[src/sv/ray_pair_intersect_window_2d_macros.svh]
// Assertion helpers for the ray pair window block
`ifndef RAY_PAIR_INTERSECT_WINDOW_2D_MACROS_SVH
`define RAY_PAIR_INTERSECT_WINDOW_2D_MACROS_SVH

// implication checked on every clock edge out of reset
`define RPIW_ASSERT_IMPL(label, ante, cons, msg) \
  label: assert property (@(posedge clk) disable iff (!rst_n) (ante) |=> (cons)) \
    else $error(msg);

// condition that holds on every clock edge out of reset
`define RPIW_ASSERT_ALWAYS(label, cond, msg) \
  label: assert property (@(posedge clk) disable iff (!rst_n) (cond)) \
    else $error(msg);

`endif

[src/sv/rpiw_div.sv]
// Pipelined restoring divider, one quotient bit per stage, with sideband.
module rpiw_div #(
  parameter int N  = 8,
  parameter int D  = 8,
  parameter int SW = 1
) (
  input  logic          clk,
  input  logic          rst_n,
  input  logic          en,
  input  logic          in_vld,
  input  logic [N-1:0]  num_i,
  input  logic [D-1:0]  den_i,
  input  logic [SW-1:0] side_i,
  output logic          out_vld,
  output logic [N-1:0]  quo_o,
  output logic [D-1:0]  rem_o,
  output logic [D-1:0]  den_o,
  output logic [SW-1:0] side_o
);

  logic [D-1:0]  rem_r  [N];
  logic [D-1:0]  den_r  [N];
  logic [N-1:0]  nq_r   [N];
  logic [SW-1:0] side_r [N];
  logic          vld_r  [N];

  for (genvar i = 0; i < N; i++) begin : g_stage
    logic [D-1:0]  rem_p;
    logic [D-1:0]  den_p;
    logic [N-1:0]  nq_p;
    logic [SW-1:0] side_p;
    logic          vld_p;
    logic [D:0]    trial;
    logic          ge;

    if (i == 0) begin : g_first
      assign rem_p  = '0;
      assign den_p  = den_i;
      assign nq_p   = num_i;
      assign side_p = side_i;
      assign vld_p  = in_vld;
    end else begin : g_next
      assign rem_p  = rem_r[i-1];
      assign den_p  = den_r[i-1];
      assign nq_p   = nq_r[i-1];
      assign side_p = side_r[i-1];
      assign vld_p  = vld_r[i-1];
    end

    assign trial = {rem_p, nq_p[N-1]};
    assign ge    = trial >= {1'b0, den_p};

    always_ff @(posedge clk) begin
      if (en) begin
        rem_r[i]  <= ge ? D'(trial - {1'b0, den_p}) : trial[D-1:0];
        nq_r[i]   <= {nq_p[N-2:0], ge};
        den_r[i]  <= den_p;
        side_r[i] <= side_p;
      end
    end

    always_ff @(posedge clk) begin
      if (!rst_n) begin
        vld_r[i] <= 1'b0;
      end else if (en) begin
        vld_r[i] <= vld_p;
      end
    end
  end

  assign out_vld = vld_r[N-1];
  assign quo_o   = nq_r[N-1];
  assign rem_o   = rem_r[N-1];
  assign den_o   = den_r[N-1];
  assign side_o  = side_r[N-1];

endmodule

[config.mk]
export PLATFORM = sky130hd
export DESIGN_NAME = rpiw_div
export DESIGN_NICKNAME = d
export VERILOG_FILES = /design/src/sv/ray_pair_intersect_window_2d_macros.svh /design/src/sv/rpiw_div.sv
export SDC_FILE = /design/constraint.sdc
export NUM_CORES = 1
export LEC_CHECK = 0
export BUFFER_PORTS_ARGS = -buffer_cell sky130_fd_sc_hd__buf_2
export CORE_ASPECT_RATIO = 0.6
export CORE_UTILIZATION = 62
export DETAILED_ROUTE_END_ITERATION = 8
export HOLD_SLACK_MARGIN = 0.15
export PLACE_DENSITY = 0.92
export SYNTH_ARGS = -nofsm -noshare
export SYNTH_HDL_FRONTEND = slang
export SYNTH_SLANG_ARGS = --single-unit
[constraint.sdc]
create_clock -name clk -period 2.76 [get_ports clk]
set_clock_uncertainty 0.1 [all_clocks]
set_input_delay 0.276 -clock clk [delete_from_list [all_inputs] [get_ports clk]]
set_output_delay 0.276 -clock clk [all_outputs]
set_load 0.05 [all_outputs]
==> metrics.md <==
| Metric | Value |
|---|---|
| Share of final-layout standard cells stronger than drive strength 1 | 0.176 |
| Pin count of the biggest net entering global routing | a little under 90 |
| Cell with the largest stage delay on the worst path | a211oi_1 |
| Hold Worst Slack | between 300 and 400 ps |
| Remaining DRCs | 0 |
| LEAKAGE | about 4.5 nW |
| Register cell area after layout | slightly above 0.006 sq mm |
| Average cell area after synthesis | 14.0 sq um |
| Slew margin rel. | 0.533 |
| Total of fill cells in the finished design | roughly 980 |
| Startpoint of the worst hold path | nq_r[0][21] |
| Reported max-cap violation count | 0 |
| CTS Sinks | 208 |
| TritonCTS Buffers | 20 |
| Std-Cell Core Area | 0.0155 sq mm |
| All-layer global routing usage | 0.238 |
| Top-Level Pins | 47 |
| PwrDens | about 920 mW/mm^2 |
| Final WL | 18900 um |
| Setup TNS | 0 ps |
| # nets final | a little under 900 |
| CTS tree | done |
| Number of design-rule violations left by the first detailed-router iteration | roughly 620 |
| Synth top area cells | edfxtp_1, ha_1, mux2_2, inv_1, xnor2_1 |
| Most repeated cell in the gate-level netlist after synthesis | edfxtp_1 |
| Buffers on Ports | 46 |
| Global-route wire length before repair | just over 30000 um |
| Die Height | 99.9 um |
| Clock-pin slew on the worst setup and hold paths | approximately 70 ps |
| Crit. End Element | register |
| Clock insertion delay at the later pin of the skew report | between 400 and 500 ps |
| Top fanout value on the critical path | 9 |
| Average wire length per cell after detail routing | between 15 and 20 um |
| R2R Path Start | den_r[0][19] |
| Vias | approximately 6000 |
| Die Outline Area | 0.0165 sq mm |
| Top cell family by delay on the critical path | compound AO/OA/AOI/OAI gates |
| Outcome | finished, final reports clean |
| Least setup slack across all paths after layout | between 100 and 150 ps |
| HPWL after detailed placement | 12900 um |
| Max clock buf depth | 3 |
| Antenna violations before repair | 0 |
| Post-synthesis sequential area ratio | 0.629 |
| Clock period minus worst slack | roughly 2600 ps |
| Overall power after layout | ~10 mW |
| Setup repair after global routing missed its margin | false |
| Worst Path Class, Setup | reg -> reg |
| Proportion of netlist area held by the largest area contributor | 0.627 |
| Syn Std Cell Area | ~0.0099 sq mm |
| Arrival time of data at the critical path endpoint | 2780 ps |
| CTS H-Tree Depth | 1 |
| Total setup violations reported at the end of the flow | 0 |
| Worst setup slack before clock tree synthesis | around 53 ps |
| Via density per instance | ~6.0 |
| Initial cell density of the core | 0.641 |
| Area Growth Syn to Fin | 13.0% |
| Least-Margin Pin Slew | around 700 ps |
| Root buffer cell | clkbuf_16 |
| FMAX | between 300 and 400 MHz |
| Hold WC Path Type | reg -> reg |
| Slowest stage delay, CP | roughly 520 ps |
| Hold violation count in the final report | 0 |
| Post-Synthesis Cells | 706 |
| Dominant synthesized flop cell | edfxtp_1 |
| Final max-slew violation count | 0 |
| Crit path from | den_r[0][19] |
| Share of the clock period used by the worst path after layout | 0.958 |
| CP Cell Sequence | inv_1 > ha_1 > nand2_1 > a211oi_1 > nor2_1 > o21a_2 > mux2_2 |
| Post-synth net total | slightly below 800 |
| Number of standard-cell rows in the floorplan | 35 |
| Count of different cell masters after synthesis | between 40 and 50 |
| Remaining global-route overflow | 0 |
| Number of enable flip-flop cells after synthesis | a little over 200 |
| Flip-flop and latch count after synthesis | about 210 |
| Share of async-settable or async-resettable flops after synthesis | 0 |
| Peak VDD IR | 0.606 mV |
| Commonest cells in the synthesized netlist | edfxtp_1, inv_1, ha_1 |
| First-pass iteration count of the detailed router | 5 |
| Type of element launching the critical path | register |
| Synth warn | 0 |
| Data required time of the critical path | about 2900 ps |
| Footprint of the multi-input gates | ~0.0032 sq mm |
| Width of the die | ~170 um |
| Remaining number of nets flagged by the antenna check after routing | 0 |
| Gpl congestion | around 0.87 |
| Via count of the first global-routing pass | about 5800 |
| Total inserted antenna cells | 0 |
| Largest area contributor in the netlist | edfxtp_1 |
| Count of buffering cells on the critical path with inverters included | 1 |
## logic make-up (layout without fill, tap and decap cells)
kind of cell    after synthesis  in the layout  share of synthesized area
compound gates              120            120                     0.0904
xor+xnor                     21             21                     0.0186
fa+ha+maj                    65             65                     0.0874
buf+inv                     107            198                     0.0452
flops                       208            208                      0.629
mux                          56             56                     0.0617
simple gates                129            129                     0.0674
## report_power, final
part	total, mW	internal [mW]	switching (mW)
logic	3.38	1.49	1.89
registers	4.40	4.15	0.242
clock network	2.55	1.42	1.13
total	10.3	7.06	3.27
## layer usage
metal,vias up,GRT usage,part of all wire
met5,-,0,0
met4,0,0.0642,0.021
met2,271,0.355,0.43
met1,2844,0.362,0.47
li1,2809,-,-
met3,41,0.0409,0.074
## through the flow
step	util	std cells	instance area (sq um)
3_3_place_gp	0.672	945	10400
2_1_floorplan	-	706	9910
6_report	0.724	1000	11200
4_1_cts	0.723	999	11200
3_5_place_dp	0.672	945	10400
5_1_grt	0.724	1000	11200
## layout make-up
cell class              instances  share of cell area
clock inverters                10             0.00480
inverters                      84              0.0283
repair buffers                 79              0.0488
multi-input cells             391               0.289
flip-flops and latches        208               0.557
well taps                     203              0.0227
clock buffers                  25              0.0492
## layout by cell type (no fill, tap or decap), types with 19 or more instances in the layout
cell type	Yosys	final
mux2_2	41	41
dlygate4sd3_1	0	19
edfxtp_1	207	207
ha_1	58	58
clkbuf_16	0	21
nor2_1	30	30
xnor2_1	20	20
buf_2	6	45
inv_1	83	83
a21o_1	21	21
nor3_1	25	25
## worst paths after layout
kind	to	slack [ps]	cells past startpoint
worst max-delay path	rem_r[0][30]	120	7
worst min-delay path	nq_r[0][30]	320	0
worst max register to register	rem_r[0][30]	120	7
worst min register to register	nq_r[0][30]	320	0
## sequential cells by signal, indices dropped and copies added, names as in the netlist
name    count
vld_r       8
den_r      64
rem_r      64
side_r      8
nq_r       64
## worst register-to-register path, delay by kind of cell (launching register included)
| kind | cells | cell delay (ps) |
|---|---|---|
| buf+inv | 1 | 60 |
| compound gates | 2 | 860 |
| mux | 1 | 310 |
| simple gates | 2 | 300 |
| flops | 1 | 410 |
| fa+ha+maj | 1 | 340 |
## what timing repair did
| item | CTS | global route |
|---|---|---|
| hold buffers | 19 | 0 |
| endpoints found under the setup margin | 6 | 27 |
| endpoints found under the hold margin | 30 | 0 |
| buffers inserted | 0 | 1 |
| resized for setup | 2 | 5 |
(Power assumes the default switching activity.)
